### src/gripgsm_pkg.sv
// gripgsm_pkg: shared types, codes and helpers for the gripper grasp state machine
// used by gripper_grasp_state_machine and gripgsm_checker; depends on nothing
package gripgsm_pkg;

	// input operation codes
	typedef logic [1:0] op_t;
	localparam op_t OP_TICK  = 2'd0;
	localparam op_t OP_OPEN  = 2'd1;
	localparam op_t OP_CLOSE = 2'd2;

	// mode codes as seen on the result port
	typedef logic [1:0] mode_code_t;
	localparam mode_code_t MODE_CODE_OPEN    = 2'd0;
	localparam mode_code_t MODE_CODE_CLOSING = 2'd1;
	localparam mode_code_t MODE_CODE_HOLD    = 2'd2;
	localparam mode_code_t MODE_CODE_FAILED  = 2'd3;

	// internal one-hot mode register
	typedef enum logic [3:0] {
		MODE_OPEN    = 4'b0001,
		MODE_CLOSING = 4'b0010,
		MODE_HOLD    = 4'b0100,
		MODE_FAILED  = 4'b1000
	} mode_t;

	// configuration register indexes
	typedef logic [2:0] cfg_idx_t;
	localparam cfg_idx_t CFG_OPEN_POSITION      = 3'd0;
	localparam cfg_idx_t CFG_OPEN_STEP          = 3'd1;
	localparam cfg_idx_t CFG_CLOSE_POSITION     = 3'd2;
	localparam cfg_idx_t CFG_CLOSE_STEP         = 3'd3;
	localparam cfg_idx_t CFG_OPEN_DRIVE_TORQUE  = 3'd4;
	localparam cfg_idx_t CFG_CLOSE_DRIVE_TORQUE = 3'd5;
	localparam cfg_idx_t CFG_HOLD_DRIVE_TORQUE  = 3'd6;
	localparam cfg_idx_t CFG_CONTACT_TORQUE     = 3'd7;

	localparam int CFG_DATA_W = 16;
	localparam int STEP_W     = 12;
	localparam int THRESH_W   = 15;
	localparam int COUNT_W    = 3;

	// fixed margins: 0.02 rad and 0.0087 rad in Q3.12, hold press step
	localparam logic signed [16:0] IN_PLACE_MARGIN = 17'sd82;
	localparam logic signed [16:0] LIMIT_MARGIN    = 17'sd36;
	localparam logic signed [16:0] HOLD_PRESS      = 17'sd41;
	localparam logic [COUNT_W-1:0] CONTACT_TICKS   = 3'd5;
	localparam logic [COUNT_W-1:0] COUNT_MAX       = 3'd7;

	// reset values of the configuration registers
	localparam logic signed [15:0] RST_OPEN_POSITION      = 16'sd6434;
	localparam logic [STEP_W-1:0]  RST_OPEN_STEP          = 12'd205;
	localparam logic signed [15:0] RST_CLOSE_POSITION     = -16'sd2048;
	localparam logic [STEP_W-1:0]  RST_CLOSE_STEP         = 12'd205;
	localparam logic signed [15:0] RST_OPEN_DRIVE_TORQUE  = 16'sd256;
	localparam logic signed [15:0] RST_CLOSE_DRIVE_TORQUE = -16'sd256;
	localparam logic signed [15:0] RST_HOLD_DRIVE_TORQUE  = -16'sd128;
	localparam logic [THRESH_W-1:0] RST_CONTACT_TORQUE    = 15'd128;

	// clamp a 17-bit signed sum to 16 bits
	function automatic logic signed [15:0] sat16(input logic signed [16:0] v);
		if (v[16] != v[15]) begin
			sat16 = v[16] ? 16'sh8000 : 16'sh7fff;
		end else begin
			sat16 = v[15:0];
		end
	endfunction

	function automatic mode_code_t mode_code(input mode_t m);
		case (m)
			MODE_OPEN:    mode_code = MODE_CODE_OPEN;
			MODE_CLOSING: mode_code = MODE_CODE_CLOSING;
			MODE_HOLD:    mode_code = MODE_CODE_HOLD;
			MODE_FAILED:  mode_code = MODE_CODE_FAILED;
			default:      mode_code = MODE_CODE_OPEN;
		endcase
	endfunction

endpackage

### src/gripper_grasp_state_machine.sv
// gripper_grasp_state_machine: input register, grasp mode logic and result register
// a control tick passes through the input register, then the result register, which holds its result
// throughput: one transaction per cycle while no stall holds the input register, open/close commands give no result
// a waiting result does not block the input register while the next item is a command
// reset (arst_n low, asynchronous): mode open, count and contact position zero,
// configuration registers at their defaults, both pipeline registers empty
module gripper_grasp_state_machine (
	input  logic                        clk,
	input  logic                        arst_n,
	input  logic                        in_valid,
	output logic                        in_stall,
	input  gripgsm_pkg::op_t            op,
	input  logic signed [15:0]          measured_position,
	input  logic signed [15:0]          measured_torque,
	output logic                        out_valid,
	input  logic                        out_stall,
	output logic signed [15:0]          position_command,
	output logic signed [15:0]          torque_command,
	output gripgsm_pkg::mode_code_t     mode,
	output logic                        holding,
	output logic                        grasp_failed,
	input  logic                        cfg_we,
	input  gripgsm_pkg::cfg_idx_t       cfg_index,
	input  logic [gripgsm_pkg::CFG_DATA_W-1:0] cfg_data
);
	import gripgsm_pkg::*;

	// configuration
	logic signed [15:0]    open_position_q;
	logic [STEP_W-1:0]     open_step_q;
	logic signed [15:0]    close_position_q;
	logic [STEP_W-1:0]     close_step_q;
	logic signed [15:0]    open_drive_torque_q;
	logic signed [15:0]    close_drive_torque_q;
	logic signed [15:0]    hold_drive_torque_q;
	logic [THRESH_W-1:0]   contact_torque_q;

	// grasp state
	mode_t                 mode_q;
	logic [COUNT_W-1:0]    contact_count_q;
	logic signed [15:0]    contact_position_q;

	// input register
	logic                  valid_s1;
	op_t                   op_s1;
	logic signed [15:0]    pos_s1;
	logic signed [15:0]    tor_s1;

	// result register
	logic                  out_valid_q;
	logic signed [15:0]    pos_cmd_q;
	logic signed [15:0]    tor_cmd_q;
	mode_t                 out_mode_q;

	logic                  out_free;
	logic                  adv_s1;
	logic                  tick_s1;

	logic signed [16:0]    pos_ext;
	logic signed [16:0]    tor_ext;
	logic [16:0]           tor_mag;
	logic signed [15:0]    open_sum;
	logic signed [15:0]    open_thresh;
	logic signed [15:0]    close_sum;
	logic signed [15:0]    close_limit;
	logic signed [15:0]    hold_sum;
	logic                  over_thresh;
	logic [COUNT_W-1:0]    count_inc;

	mode_t                 mode_d;
	logic [COUNT_W-1:0]    count_d;
	logic signed [15:0]    contact_pos_d;
	logic signed [15:0]    pos_cmd_d;
	logic signed [15:0]    tor_cmd_d;

	assign out_free = !out_valid_q || !out_stall;
	assign tick_s1  = (op_s1 == OP_TICK);
	// commands pass straight through, ticks need room in the result register
	assign adv_s1   = valid_s1 && (!tick_s1 || out_free);
	assign in_stall = valid_s1 && !adv_s1;

	assign pos_ext     = 17'(pos_s1);
	assign tor_ext     = 17'(tor_s1);
	assign tor_mag     = tor_ext[16] ? 17'(-tor_ext) : 17'(tor_ext);
	assign over_thresh = tor_mag > {2'b00, contact_torque_q};
	assign count_inc   = (contact_count_q == COUNT_MAX) ? COUNT_MAX : contact_count_q + 3'd1;

	assign open_sum    = sat16(pos_ext + $signed({5'b00000, open_step_q}));
	assign open_thresh = sat16(17'(open_position_q) - IN_PLACE_MARGIN);
	assign close_sum   = sat16(pos_ext - $signed({5'b00000, close_step_q}));
	assign close_limit = sat16(17'(close_position_q) + LIMIT_MARGIN);
	assign hold_sum    = sat16(17'(contact_position_q) - HOLD_PRESS);

	always_comb begin
		mode_d        = mode_q;
		count_d       = contact_count_q;
		contact_pos_d = contact_position_q;
		pos_cmd_d     = pos_s1;
		tor_cmd_d     = '0;
		case (op_s1)
			OP_OPEN: begin
				mode_d        = MODE_OPEN;
				count_d       = '0;
				contact_pos_d = '0;
			end
			OP_CLOSE: begin
				if (mode_q != MODE_CLOSING && mode_q != MODE_HOLD) begin
					mode_d        = MODE_CLOSING;
					count_d       = '0;
					contact_pos_d = '0;
				end
			end
			OP_TICK: begin
				case (mode_q)
					MODE_OPEN: begin
						pos_cmd_d = (open_sum > open_position_q) ? open_position_q : open_sum;
						tor_cmd_d = (pos_s1 > open_thresh) ? 16'sd0 : open_drive_torque_q;
					end
					MODE_CLOSING: begin
						pos_cmd_d = (close_sum < close_position_q) ? close_position_q : close_sum;
						tor_cmd_d = close_drive_torque_q;
						if (pos_s1 <= close_limit) begin
							mode_d = MODE_FAILED;
						end else begin
							count_d = over_thresh ? count_inc : '0;
							if (count_d >= CONTACT_TICKS) begin
								mode_d        = MODE_HOLD;
								contact_pos_d = pos_s1;
							end
						end
					end
					MODE_HOLD: begin
						pos_cmd_d = (hold_sum < close_position_q) ? close_position_q : hold_sum;
						tor_cmd_d = hold_drive_torque_q;
					end
					default: begin
						pos_cmd_d = pos_s1;
						tor_cmd_d = '0;
					end
				endcase
			end
			default: begin
			end
		endcase
	end

	// configuration registers
	always_ff @(posedge clk or negedge arst_n) begin
		if (!arst_n) begin
			open_position_q      <= RST_OPEN_POSITION;
			open_step_q          <= RST_OPEN_STEP;
			close_position_q     <= RST_CLOSE_POSITION;
			close_step_q         <= RST_CLOSE_STEP;
			open_drive_torque_q  <= RST_OPEN_DRIVE_TORQUE;
			close_drive_torque_q <= RST_CLOSE_DRIVE_TORQUE;
			hold_drive_torque_q  <= RST_HOLD_DRIVE_TORQUE;
			contact_torque_q     <= RST_CONTACT_TORQUE;
		end else if (cfg_we) begin
			case (cfg_index)
				CFG_OPEN_POSITION:      open_position_q      <= cfg_data;
				CFG_OPEN_STEP:          open_step_q          <= cfg_data[STEP_W-1:0];
				CFG_CLOSE_POSITION:     close_position_q     <= cfg_data;
				CFG_CLOSE_STEP:         close_step_q         <= cfg_data[STEP_W-1:0];
				CFG_OPEN_DRIVE_TORQUE:  open_drive_torque_q  <= cfg_data;
				CFG_CLOSE_DRIVE_TORQUE: close_drive_torque_q <= cfg_data;
				CFG_HOLD_DRIVE_TORQUE:  hold_drive_torque_q  <= cfg_data;
				CFG_CONTACT_TORQUE:     contact_torque_q     <= cfg_data[THRESH_W-1:0];
				default: begin
				end
			endcase
		end
	end

	// input register
	always_ff @(posedge clk or negedge arst_n) begin
		if (!arst_n) begin
			valid_s1 <= 1'b0;
		end else if (!in_stall) begin
			valid_s1 <= in_valid;
		end
	end

	always_ff @(posedge clk) begin
		if (!in_stall && in_valid) begin
			op_s1  <= op;
			pos_s1 <= measured_position;
			tor_s1 <= measured_torque;
		end
	end

	// grasp state, updated as each transaction leaves the input register
	always_ff @(posedge clk or negedge arst_n) begin
		if (!arst_n) begin
			mode_q             <= MODE_OPEN;
			contact_count_q    <= '0;
			contact_position_q <= '0;
		end else if (adv_s1) begin
			mode_q             <= mode_d;
			contact_count_q    <= count_d;
			contact_position_q <= contact_pos_d;
		end
	end

	// result register
	always_ff @(posedge clk or negedge arst_n) begin
		if (!arst_n) begin
			out_valid_q <= 1'b0;
		end else if (adv_s1 && tick_s1) begin
			out_valid_q <= 1'b1;
		end else if (!out_stall) begin
			out_valid_q <= 1'b0;
		end
	end

	always_ff @(posedge clk) begin
		if (adv_s1 && tick_s1) begin
			pos_cmd_q  <= pos_cmd_d;
			tor_cmd_q  <= tor_cmd_d;
			out_mode_q <= mode_d;
		end
	end

	assign out_valid        = out_valid_q;
	assign position_command = pos_cmd_q;
	assign torque_command   = tor_cmd_q;
	assign mode             = mode_code(out_mode_q);
	assign holding          = (out_mode_q == MODE_HOLD);
	assign grasp_failed     = (out_mode_q == MODE_FAILED);

endmodule

### config.mk
export PLATFORM = sky130hd
export DESIGN_NAME = gripper_grasp_state_machine
export DESIGN_NICKNAME = d
export VERILOG_FILES = /design/src/gripgsm_pkg.sv /design/src/gripper_grasp_state_machine.sv
export SDC_FILE = /design/constraint.sdc
export NUM_CORES = 1
export LEC_CHECK = 0
export BUFFER_PORTS_ARGS = -buffer_cell sky130_fd_sc_hd__buf_2
export CAP_MARGIN = 20
export CELL_PAD_IN_SITES_DETAIL_PLACEMENT = 0
export CELL_PAD_IN_SITES_GLOBAL_PLACEMENT = 1
export CORE_MARGIN = 2
export CORE_UTILIZATION = 44
export DETAILED_ROUTE_END_ITERATION = 7
export PLACE_DENSITY = 0.86
export SLEW_MARGIN = 20
export SYNTH_ARGS = -nofsm -noshare
export SYNTH_HDL_FRONTEND = slang
export SYNTH_SLANG_ARGS = --single-unit
export TNS_END_PERCENT = 5
### constraint.sdc
create_clock -name clk -period 5.47 [get_ports clk]
set_clock_uncertainty 0.1 [all_clocks]
set_input_delay 1.641 -clock clk [delete_from_list [all_inputs] [get_ports clk]]
set_output_delay 1.641 -clock clk [all_outputs]
set_load 0.01 [all_outputs]
==> metrics.md, run 1 <==
| Metric | Value |
|---|---|
| Internal power | `roughly 4200 uW` |
| Root Driver | `clkbuf_16` |
| Worst Setup End Kind | `flop` |
| Syn Nets | `between 1.5k and 2k` |
| FP Rows | `66` |
| Core Area | `0.0323 sq mm` |
| Net Switching | `around 2400 uW` |
| YS warnings | `0` |
| H-tree depth | `1` |
| CTS buffer count | `26` |
| Clock-pin transition on the worst setup and hold timing paths | `0.06 ns` |
| Power per Cell Area | `385 mW/mm^2` |
| Via/cell ratio | `5.95` |
| Worst path top cell family by delay | `compound AO/OA/AOI/OAI gates` |
| Min cycle time layout | `5.41 ns` |
| Worst-Margin Slew | `1.07 ns` |
| Critical path arrival | `around 5.6 ns` |
| Top-count cell post-synth | `o21ai_0` |
| Outcome | `completed` |
| Antenna violations before repair | `1` |
| Critical path buffer and inverter count | `3` |
| Synth cell types | `78` |
| Vias post-DR | `12.3k` |
| Slew Limit Fails | `0` |
| FF+latch count, synth | `214` |
| Synthesis-to-finish area growth | `20.3%` |
| Max-cap violations | `0` |
| Share of cells above drive strength 1 | `between 20 and 30%` |
| Max Fclk | `185 MHz` |
| Vias in the first global route | `~12k` |
| Async SR Flop Fraction | `between 60% and 70%` |
| Most used DFF post-synth | `dfrtp_1` |
| Initial Util | `~44%` |
| Critical path's slowest cell | `dfstp_2` |
| Post-Syn Area | `0.0143 sq mm` |
| Port-buffer cells | `95` |
| Worst Path Max Fanout | `6` |
| Clock Sinks | `214` |
| Total Wirelength | `46,700 um` |
| DR WL/cell | `22.6 um` |
| Initial DRC Count | `1,238` |
| Synth top area cells | `dfrtp_1 18%, edfxtp_1 15%, ha_1 11%` |
| CP Data Required Time | `5.70 ns` |
| Worst setup SP type | `flop` |
| Worst-case clock buffer depth | `3` |
| CTS tree | `yes` |
| Synthesized instance count | `1,451` |
| # nets final | `1,796` |
| Drt pass-1 iters | `6` |
| GPL Wtd Cong | `0.960` |
| Sequential-to-total area share from yosys stat | `40.2%` |
| Cell Chain, Critical Path | `ha_4, a21o_1, or2_2, a31o_4, a31oi_4, nor2b_1, nor2_1, nor2_2, xnor2_2, buf_4, buf_4, inv_1, ha_1, or2_2, ha_4, and4_1, and3_4, a311oi_4, a221oi_4, mux2_4, a211o_1, o22ai_1, o21ba_2` |
| DIE AREA | `0.0340 sq mm` |
| RSZ-0062 raised after global routing | `yes` |
| Crit path kind | `flop to flop` |
| Hold Slack | `about 0.4 ns` |
| Setup Viol. Count Final | `0` |
| Fin util | `a little over half` |
| Ant diodes | `0` |
| Grt ovf | `0` |
| Mean area per synthesized cell | `9.87 sq um` |
| DP HPWL | `33,900 um` |
| Clock network fraction of design power | `27.1%` |
| Number of synthesized flops with an enable pin | `70` |
| Comb power frac | `40.6%` |
| # DRC | `0` |
| Final Cycle Share | `slightly below 100%` |
| Final Hold Fails | `0` |
| Worst hold path type | `flop to flop` |
| First-pass GRT wire length | `between 70,000 and 80,000 um` |
| LEAKAGE | `0.00733 uW` |
| Die X | `between 150 and 200 um` |
| Routed Antenna Nets | `0` |
| Die height | `184 um` |
| Commonest cells in the netlist | `135 x o21ai_0, 126 x ha_1, 121 x nand2_1, 104 x dfrtp_1, 99 x mux2_2` |
| Crit-path max cell delay | `about 0.56 ns` |
| Worst-skew pair later-pin latency | `0.57 ns` |
| Pin count of the biggest net entering global routing | `97` |
| Largest area contributor in the netlist | `dfrtp_1` |
| Relative slew slack | `28.3%` |
| Sw Share | `36.2%` |
| Yosys top cell area share | `18.2%` |
| Reg power frac | `between 30% and 40%` |
| Global-route usage over all layers | `27.4%` |
| Worst vdd ir | `around 0.29 mV` |
| IO Count | `96` |
cell type report:
type	count	area, sq um
Timing Repair Buffer	194	1250
Sequential cell	214	5760
Multi-Input combinational cell	1083	8450
Tap cell	442	553
Fill cell	2843	15100
Clock inverter	7	163
Inverter	91	342
Clock buffer	41	717
layout by cell type (no fill, tap or decap), types with 12 or more instances in the layout:
cell / count
nand2_1: 119
ha_1: 118
o21ai_0: 117
dfrtp_1: 104
buf_4: 95
buf_2: 94
inv_1: 91
mux2_2: 91
edfxtp_1: 70
a21oi_1: 67
nor2_1: 65
xnor2_1: 43
dfstp_2: 40
nand4_1: 34
nor3_1: 26
clkbuf_16: 26
xor2_1: 20
a22oi_1: 20
mux2i_1: 20
o21a_1: 19
nand3_1: 19
a21o_1: 18
o21ai_1: 14
clkbuf_1: 14
nand2b_1: 13
o211ai_1: 13
a21bo_2: 13
o22ai_1: 12
final timing paths:
kind	startpoint	to	slack [ns]	cells past startpoint
hold / removal	contact_torque_q[1]	contact_torque_q[1]	0.40	1
hold reg to reg	contact_torque_q[1]	contact_torque_q[1]	0.40	1
setup / recovery	open_step_q[6]	position_command[15]	0.06	23
min in group asynchronous	arst_n	contact_count_q[1]	1.08	1
setup reg to reg	open_step_q[6]	position_command[15]	0.06	23
max in group asynchronous	arst_n	hold_drive_torque_q[8]	3.17	2
state kept, by name, summed over array words and instances (netlist names):
register and flops:
close_drive_torque_q 16, close_position_q 16, close_step_q 12, contact_count_q 3, contact_position_q 16, contact_torque_q 15
hold_drive_torque_q 16, mode_q 4, op_s1 2, open_drive_torque_q 16, open_position_q 16, open_step_q 12
out_mode_q 4, out_valid 1, pos_s1 16, position_command 16, tor_s1 16, torque_command 16
valid_s1 1
through the flow:
| step | worst slack (ns) | instances | area, sq um | total power (uW) | setup TNS (ns) |
|---|---|---|---|---|---|
| finish | 0.0643 | 2072 | 17200 | 6640 | 0 |
| global route | -0.0850 | 2072 | 17200 | 7000 | -0.601 |
| CTS | 0.00657 | 2070 | 16900 | 6450 | 0 |
| detailed placement | -0.207 | 2017 | 15900 | 4580 | -1.89 |
| global placement | -0.119 | 2017 | 15900 | 4530 | -0.813 |
| floorplan | 0.0109 | 1451 | 14400 | 3710 | 0 |
metal layers:
metal / GRT usage [%] / wire [um]
met1: 37.1 / 20200
met2: 43.4 / 20800
met3: 4.70 / 3280
met4: 11.8 / 2460
met5: 0 / 0
worst register-to-register path, delay by kind of cell, from the launching register on:
kind                     cells  cell delay (ns)
buffers and inverters        3             0.27
AND/OR/NAND/NOR              7             1.32
multiplexers                 1             0.36
flip-flops                   1             0.56
AO/OA/AOI/OAI                8             1.70
adder cells (fa/ha/maj)      3             0.67
XOR/XNOR                     1             0.20
kinds of logic (layout without fill, tap and decap cells):
kind of cell	Yosys count	in the layout	synth area share [%]
and+or+nand+nor	371	371	13.2
AOI/OAI and AO/OA	400	400	18.1
DFF	214	214	40.2
muxes	119	119	9.18
xor gates and xnor gates	65	65	3.97
adders and majority gates	128	128	11.3
buffers and inverters	154	333	4.10
what timing repair did:
item                                    in CTS  in global routing
endpoints found under the setup margin      14                 32
pin swaps                                    5                 32
setup buffers                                5                  3
hold buffers                                 0                  0
hold endpoints to repair                     0                  0
gates resized for setup                     17                 77
power groups by stage:
stage / Combinational, uW / Clock (uW) / Sequential [uW]
6_report: 2690 / 1800 / 2150
5_1_grt: 2950 / 1890 / 2170
4_1_cts: 2480 / 1820 / 2140
3_5_place_dp: 2410 / 0 / 2160
3_3_place_gp: 2370 / 0 / 2150
2_1_floorplan: 1610 / 0 / 2100
(Power assumes the default switching activity.)
==> run 2, diff against run 1 <==
--- a/config.mk
+++ b/config.mk
@@ -5,7 +5,7 @@
 export SDC_FILE = /design/constraint.sdc
 export NUM_CORES = 1
 export LEC_CHECK = 0
-export BUFFER_PORTS_ARGS = -buffer_cell sky130_fd_sc_hd__buf_2
+export BUFFER_PORTS_ARGS = -buffer_cell sky130_fd_sc_hd__buf_4
 export CAP_MARGIN = 20
 export CELL_PAD_IN_SITES_DETAIL_PLACEMENT = 0
 export CELL_PAD_IN_SITES_GLOBAL_PLACEMENT = 1
@@ -13,6 +13,7 @@
 export CORE_UTILIZATION = 44
 export DETAILED_ROUTE_END_ITERATION = 7
 export PLACE_DENSITY = 0.86
+export RECOVER_POWER = 25
 export SLEW_MARGIN = 20
 export SYNTH_ARGS = -nofsm -noshare
 export SYNTH_HDL_FRONTEND = slang
==> constraint.sdc (replaced) <==
create_clock -name clk -period 5.47 [get_ports clk]
set_clock_uncertainty 0.1 [all_clocks]
set_input_delay 0.8205 -clock clk [delete_from_list [all_inputs] [get_ports clk]]
set_output_delay 0.8205 -clock clk [all_outputs]
set_load 0.01 [all_outputs]
==> metrics.md, run 2 (synthesized netlist as in run 1, its figures left out) <==
| Metric | Value |
|---|---|
| Initial Util | `44.4% (unchanged)` |
| Share of cells above drive strength 1 | `27.4% (-0.94 points)` |
| Post-placement cell count | `2,033 (+0.79%)` |
| CTS buffer count | `25 (-3.8%)` |
| Worst Setup End Kind | `flop` |
| RSZ-0062 raised after global routing | `yes` |
| Via/cell ratio | `5.92 (-0.40%)` |
| Critical path arrival | `5.67 ns (+0.04 ns)` |
| Most frequent cells in the layout | `166 x buf_4, 124 x ha_1, 123 x o21ai_0` |
| Die X | `184 um (unchanged)` |
| FP Rows | `66 (unchanged)` |
| Worst hold path type | `input port to flop` |
| LEAKAGE | `0.00737 uW (+0.42%)` |
| Final Hold Fails | `0 (unchanged)` |
| IO Count | `96 (unchanged)` |
| Synthesis-to-finish area growth | `20.4%` |
| Drt pass-1 iters | `5 (-1)` |
| DR WL/cell | `22.3 um (-1.4%)` |
| # nets final | `1,809 (+0.72%)` |
| Initial DRC Count | `1,056 (-15%)` |
| Antenna violations before repair | `2 (+1)` |
| Relative slew slack | `-115% (-140 points)` |
| DP HPWL | `34,300 um (+1.2%)` |
| Root Driver | `clkbuf_16` |
| CTS tree | `yes` |
| Total power | `6360 uW (-4.1%)` |
| # DRC | `0 (unchanged)` |
| Min cycle time layout | `5.46 ns (+0.0530 ns)` |
| Power per Cell Area | `369 mW/mm^2 (-4.3%)` |
| Slew Limit Fails | `55 (+55)` |
| Vias in the first global route | `12.0k (+1.4%)` |
| GPL Wtd Cong | `0.935 (-2.6%)` |
| Outcome | `finished, violations left` |
| Max Fclk | `183 MHz (-0.97%)` |
| Crit path kind | `flop to flop` |
| Pin count of the biggest net entering global routing | `55 (-43%)` |
| Routed Antenna Nets | `0 (unchanged)` |
| Grt ovf | `0 (unchanged)` |
| Worst-skew pair later-pin latency | `0.55 ns (-0.02 ns)` |
| First-pass GRT wire length | `71,000 um (+1.2%)` |
| Finished Cell Area | `0.0173 sq mm (+0.14%)` |
| Ant diodes | `0 (unchanged)` |
| CP Data Required Time | `5.68 ns (-0.02 ns)` |
| Worst setup SP type | `flop` |
| Port-buffer cells | `95 (unchanged)` |
| Worst-Margin Slew | `3.23 ns (+2.16 ns)` |
| R2R depth | `22 (-4.3%)` |
| Worst Path Max Fanout | `7 (+1)` |
| Global-route usage over all layers | `27.6% (+0.16 points)` |
| Failing checks | `max-capacitance violations, max-slew violations` |
| Total Wirelength | `46,400 um (-0.79%)` |
| DIE AREA | `0.0340 sq mm (unchanged)` |
| Worst vdd ir | `0.261 mV (-9.1%)` |
| Max-cap violations | `1 (+1)` |
| Clock Sinks | `214 (unchanged)` |
| Die height | `184 um (unchanged)` |
| Setup Viol. Count Final | `0 (unchanged)` |
| Hold depth | `1 (unchanged)` |
| Worst-case clock buffer depth | `3 (unchanged)` |
| Clock-pin transition on the worst setup and hold timing paths | `0.06 ns (about the same)` |
| Area after DPL | `0.0163 sq mm (+2.2%)` |
| H-tree depth | `1 (unchanged)` |
| Core Area | `0.0323 sq mm (unchanged)` |
| Vias post-DR | `12.3k (+0.18%)` |
| Most common cell after layout, fill and taps aside | `buf_4` |
| Final Cycle Share | `99.8% (+0.97 points)` |
| Layout Cells excl Fill | `2,084 (+0.58%)` |
run 2: what timing repair did:
action                     in CTS  in global routing
resized for setup              30                 30
setup endpoints to repair      14                 32
setup buffers                   4                  1
pin swaps                       9                 13
hold buffers                    0                  0
run 2: worst max-delay path, stage by stage, from the launching register on:
cell,delay (ns)
dfstp_2,0.55
ha_4,0.22
a2111oi_4,0.37
o21ai_2,0.12
a31o_4,0.26
a31oi_4,0.13
nor2b_1,0.06
nor2_1,0.08
nor2_1,0.05
xnor2_1,0.20
ha_1,0.30
buf_6,0.15
xnor2_2,0.12
a221o_1,0.32
ha_1,0.30
and4_1,0.19
and3_4,0.21
a311oi_4,0.10
a221oi_4,0.45
mux2_4,0.36
a211o_1,0.29
o22ai_1,0.10
o21ba_2,0.18
run 2: final timing paths:
path	startpoint	endpoint	slack, ns
setup / recovery	open_step_q[6]	position_command[15]	0.01
hold / removal	measured_position[14]	pos_s1[14]	0.37
setup reg to reg	open_step_q[6]	position_command[15]	0.01
hold reg to reg	close_step_q[5]	close_step_q[5]	0.40
max in group asynchronous	arst_n	contact_position_q[11]	1.74
min in group asynchronous	arst_n	contact_torque_q[1]	1.26
run 2: power breakdown:
part           internal (uW)  switching, uW
Sequential              1950            195
Combinational           1200           1460
Clock                    864            698
Total                   4010           2360
run 2: per-stage QoR:
stage,utilization (%),hold slack (ns),worst slack (ns),setup TNS (ns)
CTS,53.2,0.153,0.0146,0
global placement,50.4,0.387,-0.267,-2.86
finish,53.4,0.369,0.0113,0
detailed placement,50.4,0.393,-0.344,-3.75
global route,53.4,0.354,-0.250,-3.11
floorplan,-,0.379,0.0109,0
run 2: final cells by class:
class / count / area, sq um
fill: 2884 / 15000
multi-input combinational: 1083 / 8280
sequential: 214 / 5760
timing repair buffer: 208 / 1570
clock buffer: 32 / 662
tap: 442 / 553
inverter: 91 / 342
clock inverter: 14 / 92.6
run 2: per-layer routing:
| layer | wire [um] | GRT usage (%) | up-vias |
|---|---|---|---|
| met3 | 3040 | 4.07 | 105 |
| met5 | 0 | 0 | - |
| met1 | 20100 | 37.4 | 6039 |
| li1 | - | - | 5726 |
| met4 | 2160 | 11.1 | 0 |
| met2 | 21100 | 44.4 | 471 |
